`src/rtl/hsvctm_pkg.sv`:
```
// ----------------------------------------------------------------------------
// hsvctm_pkg
// shared widths, register indexes and pipeline stage types for the hsv
// color threshold mask
// ----------------------------------------------------------------------------
package hsvctm_pkg;

  localparam int unsigned CH_W      = 8;   // color channel width
  localparam int unsigned CFG_IDX_W = 3;   // register index width
  localparam int unsigned CFG_W     = 8;   // widest register
  localparam int unsigned NUM_W     = 16;  // hue and saturation numerators

  typedef enum logic [CFG_IDX_W-1:0] {
    CFG_HUE_LOW  = 3'd0,
    CFG_HUE_HIGH = 3'd1,
    CFG_SAT_LOW  = 3'd2,
    CFG_SAT_HIGH = 3'd3,
    CFG_VAL_LOW  = 3'd4,
    CFG_VAL_HIGH = 3'd5
  } cfg_idx_t;

  // input register contents
  typedef struct packed {
    logic [CH_W-1:0] red;
    logic [CH_W-1:0] green;
    logic [CH_W-1:0] blue;
    logic            coords_finite;
  } stage_a_t;

  // exact rationals after the color conversion
  typedef struct packed {
    logic [NUM_W-1:0] hn;      // half-hue numerator
    logic [CH_W-1:0]  hd;      // half-hue denominator
    logic [NUM_W-1:0] sn;      // saturation*255 numerator
    logic [CH_W-1:0]  sd;      // saturation denominator
    logic [CH_W-1:0]  mx;      // value
    logic             finite;
  } stage_b_t;

endpackage

```
`src/rtl/hsvctm_if.sv`:
```
// ----------------------------------------------------------------------------
// hsvctm_in_if / hsvctm_out_if
// valid/ready channels for color items and keep results
// ----------------------------------------------------------------------------
interface hsvctm_in_if;
  import hsvctm_pkg::*;

  logic            valid;
  logic            ready;
  logic [CH_W-1:0] red;
  logic [CH_W-1:0] green;
  logic [CH_W-1:0] blue;
  logic            coords_finite;

  modport source (output valid, output red, output green, output blue,
                  output coords_finite, input ready);
  modport sink   (input valid, input red, input green, input blue,
                  input coords_finite, output ready);
endinterface

interface hsvctm_out_if;
  logic valid;
  logic ready;
  logic keep;

  modport source (output valid, output keep, input ready);
  modport sink   (input valid, input keep, output ready);
endinterface

```
`src/rtl/hsv_color_threshold_mask.sv`:
```
// ----------------------------------------------------------------------------
// hsv_color_threshold_mask
// rgb to hsv conversion and hue/saturation/value window test, one item a clock
// ----------------------------------------------------------------------------
// result: an accepted item passes the input register (stage a), the ratio register
//   (stage b) and the keep register (stage c) before it is valid on out_ch
// throughput: one item per cycle, set by the three-stage pipeline with no
//   shared unit; each stage holds while the stage after it is full and stalled
// reset: clears the stage valid bits and all six window registers to 0
// ----------------------------------------------------------------------------
module hsv_color_threshold_mask (
  input  logic                           clk,
  input  logic                           rst_n,
  hsvctm_in_if.sink                      in_ch,
  hsvctm_out_if.source                   out_ch,
  input  logic                           cfg_we,
  input  logic [hsvctm_pkg::CFG_IDX_W-1:0] cfg_idx,
  input  logic [hsvctm_pkg::CFG_W-1:0]   cfg_wdata
);
  import hsvctm_pkg::*;

  // window registers
  logic [CFG_W-1:0] hue_low_r, hue_high_r;
  logic [CFG_W-1:0] sat_low_r, sat_high_r;
  logic [CFG_W-1:0] val_low_r, val_high_r;

  // pipeline state
  logic     a_v_r, b_v_r, c_v_r;
  stage_a_t a_r;
  stage_b_t b_r, b_nxt;
  logic     keep_r, keep_nxt;

  // stage advance: a stage takes new data when it is empty or drains this cycle
  logic c_adv, b_adv, a_adv;
  assign c_adv = !c_v_r || out_ch.ready;
  assign b_adv = !b_v_r || c_adv;
  assign a_adv = !a_v_r || b_adv;

  assign in_ch.ready  = a_adv;
  assign out_ch.valid = c_v_r;
  assign out_ch.keep  = keep_r;

  // ---------------------------------------------------------------------------
  // configuration writes, indexes above the list are dropped
  // ---------------------------------------------------------------------------
  always_ff @(posedge clk) begin
    if (!rst_n) begin
      hue_low_r  <= '0;
      hue_high_r <= '0;
      sat_low_r  <= '0;
      sat_high_r <= '0;
      val_low_r  <= '0;
      val_high_r <= '0;
    end else if (cfg_we) begin
      unique case (cfg_idx)
        CFG_HUE_LOW:  hue_low_r  <= cfg_wdata;
        CFG_HUE_HIGH: hue_high_r <= cfg_wdata;
        CFG_SAT_LOW:  sat_low_r  <= cfg_wdata;
        CFG_SAT_HIGH: sat_high_r <= cfg_wdata;
        CFG_VAL_LOW:  val_low_r  <= cfg_wdata;
        CFG_VAL_HIGH: val_high_r <= cfg_wdata;
        default: ;
      endcase
    end
  end

  // ---------------------------------------------------------------------------
  // stage b: max/min, dominant channel and the exact hue and saturation ratios
  // ---------------------------------------------------------------------------
  logic [CH_W-1:0]   mx, mn, d;
  logic              red_dom, green_dom;
  logic signed [11:0] t;
  logic signed [16:0] hn_s, hn_fix;
  logic [16:0]       d180;

  always_comb begin
    // ties go red first, then green
    red_dom   = (a_r.red >= a_r.green) && (a_r.red >= a_r.blue);
    green_dom = !red_dom && (a_r.green >= a_r.blue);

    if (red_dom)        mx = a_r.red;
    else if (green_dom) mx = a_r.green;
    else                mx = a_r.blue;

    mn = a_r.red;
    if (a_r.green < mn) mn = a_r.green;
    if (a_r.blue < mn)  mn = a_r.blue;
    d = mx - mn;

    // sextant offset plus signed channel difference, in units of d
    if (red_dom)
      t = $signed({4'b0000, a_r.green}) - $signed({4'b0000, a_r.blue});
    else if (green_dom)
      t = $signed({3'b000, d, 1'b0}) + $signed({4'b0000, a_r.blue})
        - $signed({4'b0000, a_r.red});
    else
      t = $signed({2'b00, d, 2'b00}) + $signed({4'b0000, a_r.red})
        - $signed({4'b0000, a_r.green});

    hn_s   = t * 17'sd30;
    d180   = {9'b0, d} * 17'd180;
    // only the red sextant can go negative, fold it up by a full turn
    hn_fix = hn_s[16] ? (hn_s + $signed(d180)) : hn_s;

    b_nxt.mx     = mx;
    b_nxt.finite = a_r.coords_finite;
    if (mx == '0) begin
      // black point: hue and saturation both 0/1
      b_nxt.sn = '0;
      b_nxt.sd = CH_W'(1);
      b_nxt.hn = '0;
      b_nxt.hd = CH_W'(1);
    end else begin
      b_nxt.sn = {8'b0, d} * 16'd255;
      b_nxt.sd = mx;
      if (d == '0) begin
        // grey point: hue 0/1
        b_nxt.hn = '0;
        b_nxt.hd = CH_W'(1);
      end else begin
        b_nxt.hn = hn_fix[NUM_W-1:0];
        b_nxt.hd = d;
      end
    end
  end

  // ---------------------------------------------------------------------------
  // stage c: window tests by cross-multiplication
  // ---------------------------------------------------------------------------
  logic [NUM_W-1:0] hue_lo_prod, hue_hi_prod, sat_lo_prod, sat_hi_prod;
  logic             hue_lo_ok, hue_hi_ok, hue_ok, sat_ok, val_ok;

  always_comb begin
    hue_lo_prod = {8'b0, hue_low_r}  * {8'b0, b_r.hd};
    hue_hi_prod = {8'b0, hue_high_r} * {8'b0, b_r.hd};
    sat_lo_prod = {8'b0, sat_low_r}  * {8'b0, b_r.sd};
    sat_hi_prod = {8'b0, sat_high_r} * {8'b0, b_r.sd};

    hue_lo_ok = hue_lo_prod <= b_r.hn;
    hue_hi_ok = b_r.hn <= hue_hi_prod;
    // wrapped window when the lower bound is above the upper one
    if (hue_low_r <= hue_high_r) hue_ok = hue_lo_ok && hue_hi_ok;
    else                         hue_ok = hue_lo_ok || hue_hi_ok;

    sat_ok = (sat_lo_prod <= b_r.sn) && (b_r.sn <= sat_hi_prod);
    val_ok = (val_low_r <= b_r.mx) && (b_r.mx <= val_high_r);

    keep_nxt = hue_ok && sat_ok && val_ok && b_r.finite;
  end

  // ---------------------------------------------------------------------------
  // pipeline registers
  // ---------------------------------------------------------------------------
  always_ff @(posedge clk) begin
    if (!rst_n) begin
      a_v_r <= 1'b0;
      b_v_r <= 1'b0;
      c_v_r <= 1'b0;
    end else begin
      if (a_adv) a_v_r <= in_ch.valid;
      if (b_adv) b_v_r <= a_v_r;
      if (c_adv) c_v_r <= b_v_r;
    end
  end

  // payload, no reset
  always_ff @(posedge clk) begin
    if (a_adv) begin
      a_r.red           <= in_ch.red;
      a_r.green         <= in_ch.green;
      a_r.blue          <= in_ch.blue;
      a_r.coords_finite <= in_ch.coords_finite;
    end
    if (b_adv) b_r    <= b_nxt;
    if (c_adv) keep_r <= keep_nxt;
  end

  // ---------------------------------------------------------------------------
  // assertions
  // ---------------------------------------------------------------------------
  a_input_stall_only_when_full: assert property (
    @(posedge clk) disable iff (!rst_n) !in_ch.ready |-> a_v_r
  ) else $error("input stalled with empty input stage");

  a_stage_b_loaded: assert property (
    @(posedge clk) disable iff (!rst_n) (a_v_r && b_adv) |=> b_v_r
  ) else $error("item lost between input stage and stage b");

  a_hue_below_turn: assert property (
    @(posedge clk) disable iff (!rst_n)
      b_v_r |-> ({1'b0, b_r.hn} < ({9'b0, b_r.hd} * 17'd180))
  ) else $error("half-hue numerator out of range");

  a_black_zero: assert property (
    @(posedge clk) disable iff (!rst_n)
      (b_v_r && b_r.mx == '0) |-> (b_r.sn == '0 && b_r.hn == '0)
  ) else $error("black point with nonzero hue or saturation");

endmodule

```
`src/flat_wrapper.sv`:
```
// flat-port wrapper written by rule: the top's interface ports become plain ports
module hsv_color_threshold_mask_flat import hsvctm_pkg::*;
  (clk, rst_n, cfg_we, cfg_idx, cfg_wdata, in_ch_valid, in_ch_red, in_ch_green, in_ch_blue, in_ch_coords_finite, in_ch_ready, out_ch_valid, out_ch_keep, out_ch_ready);
  hsvctm_in_if in_ch_i ();
  hsvctm_out_if out_ch_i ();
  input  logic clk;
  input  logic rst_n;
  input  logic cfg_we;
  input  logic [hsvctm_pkg::CFG_IDX_W-1:0] cfg_idx;
  input  logic [hsvctm_pkg::CFG_W-1:0] cfg_wdata;
  input wire logic [$bits(in_ch_i.valid)-1:0] in_ch_valid;
  input wire logic [$bits(in_ch_i.red)-1:0] in_ch_red;
  input wire logic [$bits(in_ch_i.green)-1:0] in_ch_green;
  input wire logic [$bits(in_ch_i.blue)-1:0] in_ch_blue;
  input wire logic [$bits(in_ch_i.coords_finite)-1:0] in_ch_coords_finite;
  output wire logic [$bits(in_ch_i.ready)-1:0] in_ch_ready;
  output wire logic [$bits(out_ch_i.valid)-1:0] out_ch_valid;
  output wire logic [$bits(out_ch_i.keep)-1:0] out_ch_keep;
  input wire logic [$bits(out_ch_i.ready)-1:0] out_ch_ready;
  assign in_ch_i.valid = in_ch_valid;
  assign in_ch_i.red = in_ch_red;
  assign in_ch_i.green = in_ch_green;
  assign in_ch_i.blue = in_ch_blue;
  assign in_ch_i.coords_finite = in_ch_coords_finite;
  assign in_ch_ready = in_ch_i.ready;
  assign out_ch_valid = out_ch_i.valid;
  assign out_ch_keep = out_ch_i.keep;
  assign out_ch_i.ready = out_ch_ready;
  hsv_color_threshold_mask u_core (.clk(clk), .rst_n(rst_n), .in_ch(in_ch_i), .out_ch(out_ch_i), .cfg_we(cfg_we), .cfg_idx(cfg_idx), .cfg_wdata(cfg_wdata));
endmodule
```
`config.mk`:
```
export PLATFORM = sky130hd
export DESIGN_NAME = hsv_color_threshold_mask_flat
export DESIGN_NICKNAME = d
export VERILOG_FILES = /design/src/rtl/hsvctm_pkg.sv /design/src/rtl/hsvctm_if.sv /design/src/rtl/hsv_color_threshold_mask.sv /design/src/flat_wrapper.sv
export SDC_FILE = /design/constraint.sdc
export NUM_CORES = 1
export LEC_CHECK = 0
export ABC_CLOCK_PERIOD_IN_PS = 18030
export BUFFER_PORTS_ARGS = -buffer_cell sky130_fd_sc_hd__buf_2
export CAP_MARGIN = 20
export CORE_ASPECT_RATIO = 1.2
export CORE_MARGIN = 1.5
export CORE_UTILIZATION = 55
export CTS_CLUSTER_SIZE = 16
export DETAILED_ROUTE_END_ITERATION = 8
export HOLD_SLACK_MARGIN = 0.06
export PLACE_DENSITY = 0.71
export SYNTH_ARGS = -nofsm -noshare
export SYNTH_HDL_FRONTEND = slang
export SYNTH_SLANG_ARGS = --single-unit
```
`constraint.sdc`:
```
create_clock -name clk -period 18.03 [get_ports clk]
set_input_delay 2.7045 -clock clk [delete_from_list [all_inputs] [get_ports clk]]
set_output_delay 2.7045 -clock clk [all_outputs]
set_load 0.01 [all_outputs]
```
==> results.json, run 1 <==
{
  "place_ws_ns": 5.40,
  "register_area_um2": 3480,
  "clock_tree.root_cell": "clkbuf_16",
  "holdBufCountCts": 0,
  "cts_resized": 0,
  "required_ns": 18.23,
  "yosysTopAreaCell": "ha_1",
  "via_per_inst": 5.49,
  "worstMarginPinSlew_ns": 0.861,
  "arrival_ns": 12.94,
  "critPathLaunchType": "register",
  "drt_iter0_markers": 851,
  "synth_cell_type_count": 70,
  "syn_to_final_growth_pct": 6.20,
  "core_um2": 39700,
  "gp_congestion": 0.966,
  "dpl.hpwl_um": 42900,
  "cts_buffers": 17,
  "port_buffers": 43,
  "row_count": 80,
  "fin_nets": 3179,
  "synth_top_area_frac": 0.229,
  "synth_fa_ha_area_frac": 0.419,
  "cts_sinks": 133,
  "grt_usage": 0.266,
  "yosysWarnings": 0,
  "finalHoldViolCount": 0,
  "grt_pass1_wl_um": 86600,
  "finalWorstSetupSlack_ns": 5.29,
  "path_common_cell": "ha_1",
  "async_flop_share": 0,
  "htree_levels": 4,
  "cts_setup_buffers": 0,
  "setup_viol": 0,
  "die-area_um2": 41400,
  "drive_above_1_share": 0.0426,
  "synthSimpleGateAreaFrac": 0.154,
  "min-delay-path-class": "register to register",
  "max_freq_ghz": 0.0785,
  "synth-edff-count": 82,
  "synthFlopType": "edfxtp_1",
  "clk_pin_slew_ns": 0.07,
  "synth_xor_area_frac": 0.0486,
  "routed_wl_um": 51800,
  "synthMuxAreaShare": 0.0125,
  "netlist_instances": 2503,
  "period_share": 0.707,
  "clkLatencyLatePin_ns": 0.45,
  "grt_pass1_vias": 17597,
  "avgRoutedWirePerCell_um": 16.9,
  "cts_tree": "built",
  "finalMaxSlewViolations": 0,
  "pin_count": 44,
  "clk_path_buf_depth": 2,
  "cp-end-kind": "register",
  "fin_util": 0.591,
  "initial_core_util": 0.556,
  "worstPathMaxFanout": 16,
  "syn_avg_cell_area_um2": 8.83,
  "via_count": 16852,
  "nFillCells": 3509,
  "synth_seq_cells": 133,
  "timing.setup.critical_path_class": "register to register",
  "max_stage_delay_ns": 0.63,
  "layout_common_cells": "inv_1, ha_1, nand2_1",
  "syn_nets": 3158,
  "worst_hold_slack_ns": 0.472,
  "maxSlewHeadroom": 0.421,
  "cp_slowest_cell": "a2111oi_0",
  "drtAntennaViolNets": 0,
  "fin_skew_ns": 0.0157,
  "die_x_um": 186,
  "overflow": 0,
  "layout_commonest_cell": "inv_1",
  "synth_top_family_by_area": "adder cells",
  "cap_violations": 0,
  "antenna_found_initial": 1,
  "grt_max_degree": 57,
  "dr.pass1.iters": 5,
  "antenna_cells": 0,
  "seq_area_frac_synth": 0.158,
  "status": "completed",
  "finalSetupTns_ns": 0,
  "period_minus_slack_ns": 12.74,
  "route.detailed.drc": 0,
  "multi_input_area_um2": 16800,
  "synth.area.top_cells": "ha_1, fa_1, edfxtp_1",
  "synth_compound_area_frac": 0.124,
  "rsz0062_at_grt": "false",
  "syn_area_um2": 22100,
  "die_h_um": 223
}
## final timing paths
path / cells past startpoint / end / slack (ns) / startpoint
worst max-delay path: 51 / u_core.b_r[56] / 5.29 / u_core.a_r[17]
worst min-delay path: 2 / u_core.val_high_r[5] / 0.47 / u_core.val_high_r[5]
worst max register to register: 51 / u_core.b_r[56] / 5.29 / u_core.a_r[17]
worst min register to register: 2 / u_core.val_high_r[5] / 0.47 / u_core.val_high_r[5]
## synthesized netlist by cell type, drive strengths merged, types with 3 or more instances
cell	n
nor2b	43
nand3	24
a2111oi	6
o21bai	25
clkbuf	47
a21o	47
or3	9
o211ai	6
a21oi	140
a211o	3
ha	405
nand2	274
mux2i	22
a31oi	4
edfxtp	82
or2	4
xnor2	87
inv	436
dfxtp	51
a21boi	59
o21a	31
fa	209
buf	6
o21ai	77
a211oi	6
nand4	17
nand2b	38
and2	158
nor3	17
nor2	92
xor2	31
mux2	4
and3	8
## registers in the layout, indices dropped and copies added (netlist names), 8 cells and up
register / cells
u_core.sat_low_r: 8
u_core.val_low_r: 8
u_core.a_r: 25
u_core.b_r: 56
u_core.sat_high_r: 8
u_core.hue_high_r: 8
u_core.val_high_r: 8
u_core.hue_low_r: 8
## cells by family after synthesis
family / after synthesis
XOR/XNOR: 119
flip-flops: 133
AND/OR/NAND/NOR: 693
adder cells (fa/ha/maj): 615
multiplexers: 26
AO/OA/AOI/OAI: 428
buffers and inverters: 489
## layout make-up
type,instances,area share
Sequential cell,133,0.148
Clock inverter,13,0.00666
Timing Repair Buffer,55,0.0130
Multi-Input combinational cell,1881,0.714
Inverter,436,0.0697
Clock buffer,19,0.0193
Tap cell,533,0.0284
## critical path, delay by kind of cell, from the launching register on
family | cells | cell delay (ns)
buf+inv | 6 | 0.89
mux | 3 | 0.56
fa+ha+maj | 10 | 3.58
simple gates | 10 | 1.34
compound gates | 19 | 4.85
flops | 1 | 0.46
xor+xnor | 3 | 0.77
## through the flow
stage          instances  instance area [um^2]
6_report            3070                 23500
5_1_grt             3070                 23500
4_1_cts             3070                 23500
3_5_place_dp        3038                 22900
3_3_place_gp        3037                 22900
2_1_floorplan       2503                 22100
## metal layers
| layer | up-vias | global-route usage | wire [um] |
|---|---|---|---|
| met4 | 2 | 0.0999 | 1690 |
| met3 | 105 | 0.0359 | 2340 |
| li1 | 8231 | - | - |
| met1 | 8108 | 0.323 | 21500 |
| met5 | - | 0 | 15 |
| met2 | 406 | 0.474 | 26300 |
Power of run 1 is left out: the tool's default activity adds up to more than one toggle a clock period on the data nets, which glitch-free logic cannot reach.
==> inputs of run 2 (changes only) <==
--- a/config.mk
+++ b/config.mk
@@ -5,7 +5,7 @@
 export SDC_FILE = /design/constraint.sdc
 export NUM_CORES = 1
 export LEC_CHECK = 0
-export ABC_CLOCK_PERIOD_IN_PS = 18030
+export ABC_CLOCK_PERIOD_IN_PS = 12900
 export BUFFER_PORTS_ARGS = -buffer_cell sky130_fd_sc_hd__buf_2
 export CAP_MARGIN = 20
 export CORE_ASPECT_RATIO = 1.2
==> constraint.sdc (replaced) <==
create_clock -name clk -period 12.9 [get_ports clk]
set_input_delay 1.935 -clock clk [delete_from_list [all_inputs] [get_ports clk]]
set_output_delay 1.935 -clock clk [all_outputs]
set_load 0.01 [all_outputs]
==> results.json, run 2 (synthesis results as in run 1) <==
{
  "worst-path-stages": 50,
  "gp_congestion": 1.03,
  "layout_common_cells": "inv_1, ha_1, nand2_1",
  "route.detailed.drc": 0,
  "grt_max_degree": 57,
  "avgRoutedWirePerCell_um": 17.0,
  "whs_path_depth": 2,
  "finalSetupTns_ns": 0,
  "cp-end-kind": "register",
  "top_regs": "u_core.b_r x56, u_core.a_r x25",
  "finalHoldViolCount": 0,
  "largest_reg_flops": 56,
  "critPathLaunchType": "register",
  "nFillCells": 3456,
  "max_stage_delay_ns": 0.60,
  "setup_viol": 0,
  "layout_commonest_cell": "inv_1",
  "maxSlewHeadroom": 0.302,
  "critPathBufInv": 6,
  "clk_pin_slew_ns": 0.06,
  "clock_tree.root_cell": "clkbuf_16",
  "port_buffers": 43,
  "dpl.hpwl_um": 43500,
  "grt_pass1_wl_um": 87600,
  "grt_pass1_vias": 17983,
  "period_minus_slack_ns": 12.00,
  "grt_usage": 0.269,
  "cap_violations": 0,
  "die_h_um": 223,
  "status": "completed",
  "worstMarginPinSlew_ns": 1.05,
  "htree_levels": 4,
  "overflow": 0,
  "initial_core_util": 0.556,
  "drt_iter0_markers": 791,
  "worstPathMaxFanout": 16,
  "fin_skew_ns": 0.0140,
  "arrival_ns": 12.29,
  "fin_nets": 3183,
  "routed_wl_um": 52400,
  "clkLatencyLatePin_ns": 0.45,
  "min-delay-path-class": "register to register",
  "clk_path_buf_depth": 2,
  "period_share": 0.930,
  "holdBufCountCts": 0,
  "cp_slowest_cell": "a2111oi_0",
  "via_per_inst": 5.49,
  "reg2reg_slack_ns": 0.90,
  "drive_above_1_share": 0.0453,
  "cts_sinks": 133,
  "cts_buffers": 17,
  "antenna_found_initial": 0,
  "via_count": 16873,
  "path_delay_family": "compound AO/OA/AOI/OAI gates",
  "syn_to_final_growth_pct": 6.15,
  "rsz0062_at_grt": "false",
  "pin_count": 44,
  "required_ns": 13.19,
  "die-area_um2": 41400,
  "die_x_um": 186,
  "row_count": 80,
  "antenna_cells": 0,
  "dr.pass1.iters": 5,
  "cts_tree": "built",
  "regMostFlops": "u_core.b_r",
  "drtAntennaViolNets": 0,
  "core_um2": 39700,
  "timing.setup.critical_path_class": "register to register",
  "path_common_cell": "ha_1",
  "reg2reg_depth": 50,
  "finalMaxSlewViolations": 0,
  "max_freq_ghz": 0.0833
}
run 2: cell count changes in the layout (fill, tap and decap cells not counted), sizes merged:
| cell | previous run | this run |
|---|---|---|
| buf | 55 | 59 |
| bufinv | 2 | 0 |
| clkbuf | 19 | 18 |
| clkinv | 1 | 5 |
| clkinvlp | 0 | 5 |
| inv | 446 | 440 |
run 2: layout make-up:
cell class | instances | area (um^2) | area share
multi-input cells | 1881 | 16800 | 0.716
flip-flops and latches | 133 | 3480 | 0.148
inverters | 436 | 1640 | 0.0698
well taps | 533 | 667 | 0.0284
clock buffers | 18 | 429 | 0.0183
repair buffers | 59 | 343 | 0.0146
clock inverters | 14 | 103 | 0.00437
run 2: path summary, 6_finish.rpt:
check                            start              endpoint
setup / recovery        u_core.a_r[17]        u_core.b_r[56]
hold / removal    u_core.val_high_r[1]  u_core.val_high_r[1]
setup reg to reg        u_core.a_r[17]        u_core.b_r[56]
hold reg to reg   u_core.val_high_r[1]  u_core.val_high_r[1]
run 2: per-layer routing:
layer	track usage	vias to the layer above	wire length, um	part of all wire
li1	-	8232	-	-
met4	0.108	0	1910	0.036
met2	0.481	313	26900	0.51
met1	0.327	8231	22000	0.42
met3	0.0285	97	1560	0.030
met5	0	-	0	0
run 2: what timing repair did:
action                     4_1_cts  5_1_grt
resized for setup                0        7
setup endpoints to repair        0       14
setup buffers                    0        0
run 2: stage by stage:
| stage | utilization | setup slack [ns] | cells | hold WS (ns) | area [um^2] |
|---|---|---|---|---|---|
| floorplan | - | 1.41 | 2503 | 0.400 | 22100 |
| global placement | 0.576 | 0.991 | 3041 | 0.455 | 22900 |
| detailed placement | 0.576 | 0.570 | 3041 | 0.463 | 22900 |
| CTS | 0.589 | 0.527 | 3073 | 0.472 | 23400 |
| global route | 0.590 | 0.0396 | 3074 | 0.487 | 23500 |
| finish | 0.590 | 0.900 | 3074 | 0.470 | 23500 |
run 2: worst min-delay path, stage by stage (launching register included):
cell,delay (ns)
dfxtp_1,0.31
nand2_1,0.05
a21boi_0,0.07
Power of run 2 is left out for the same reason.
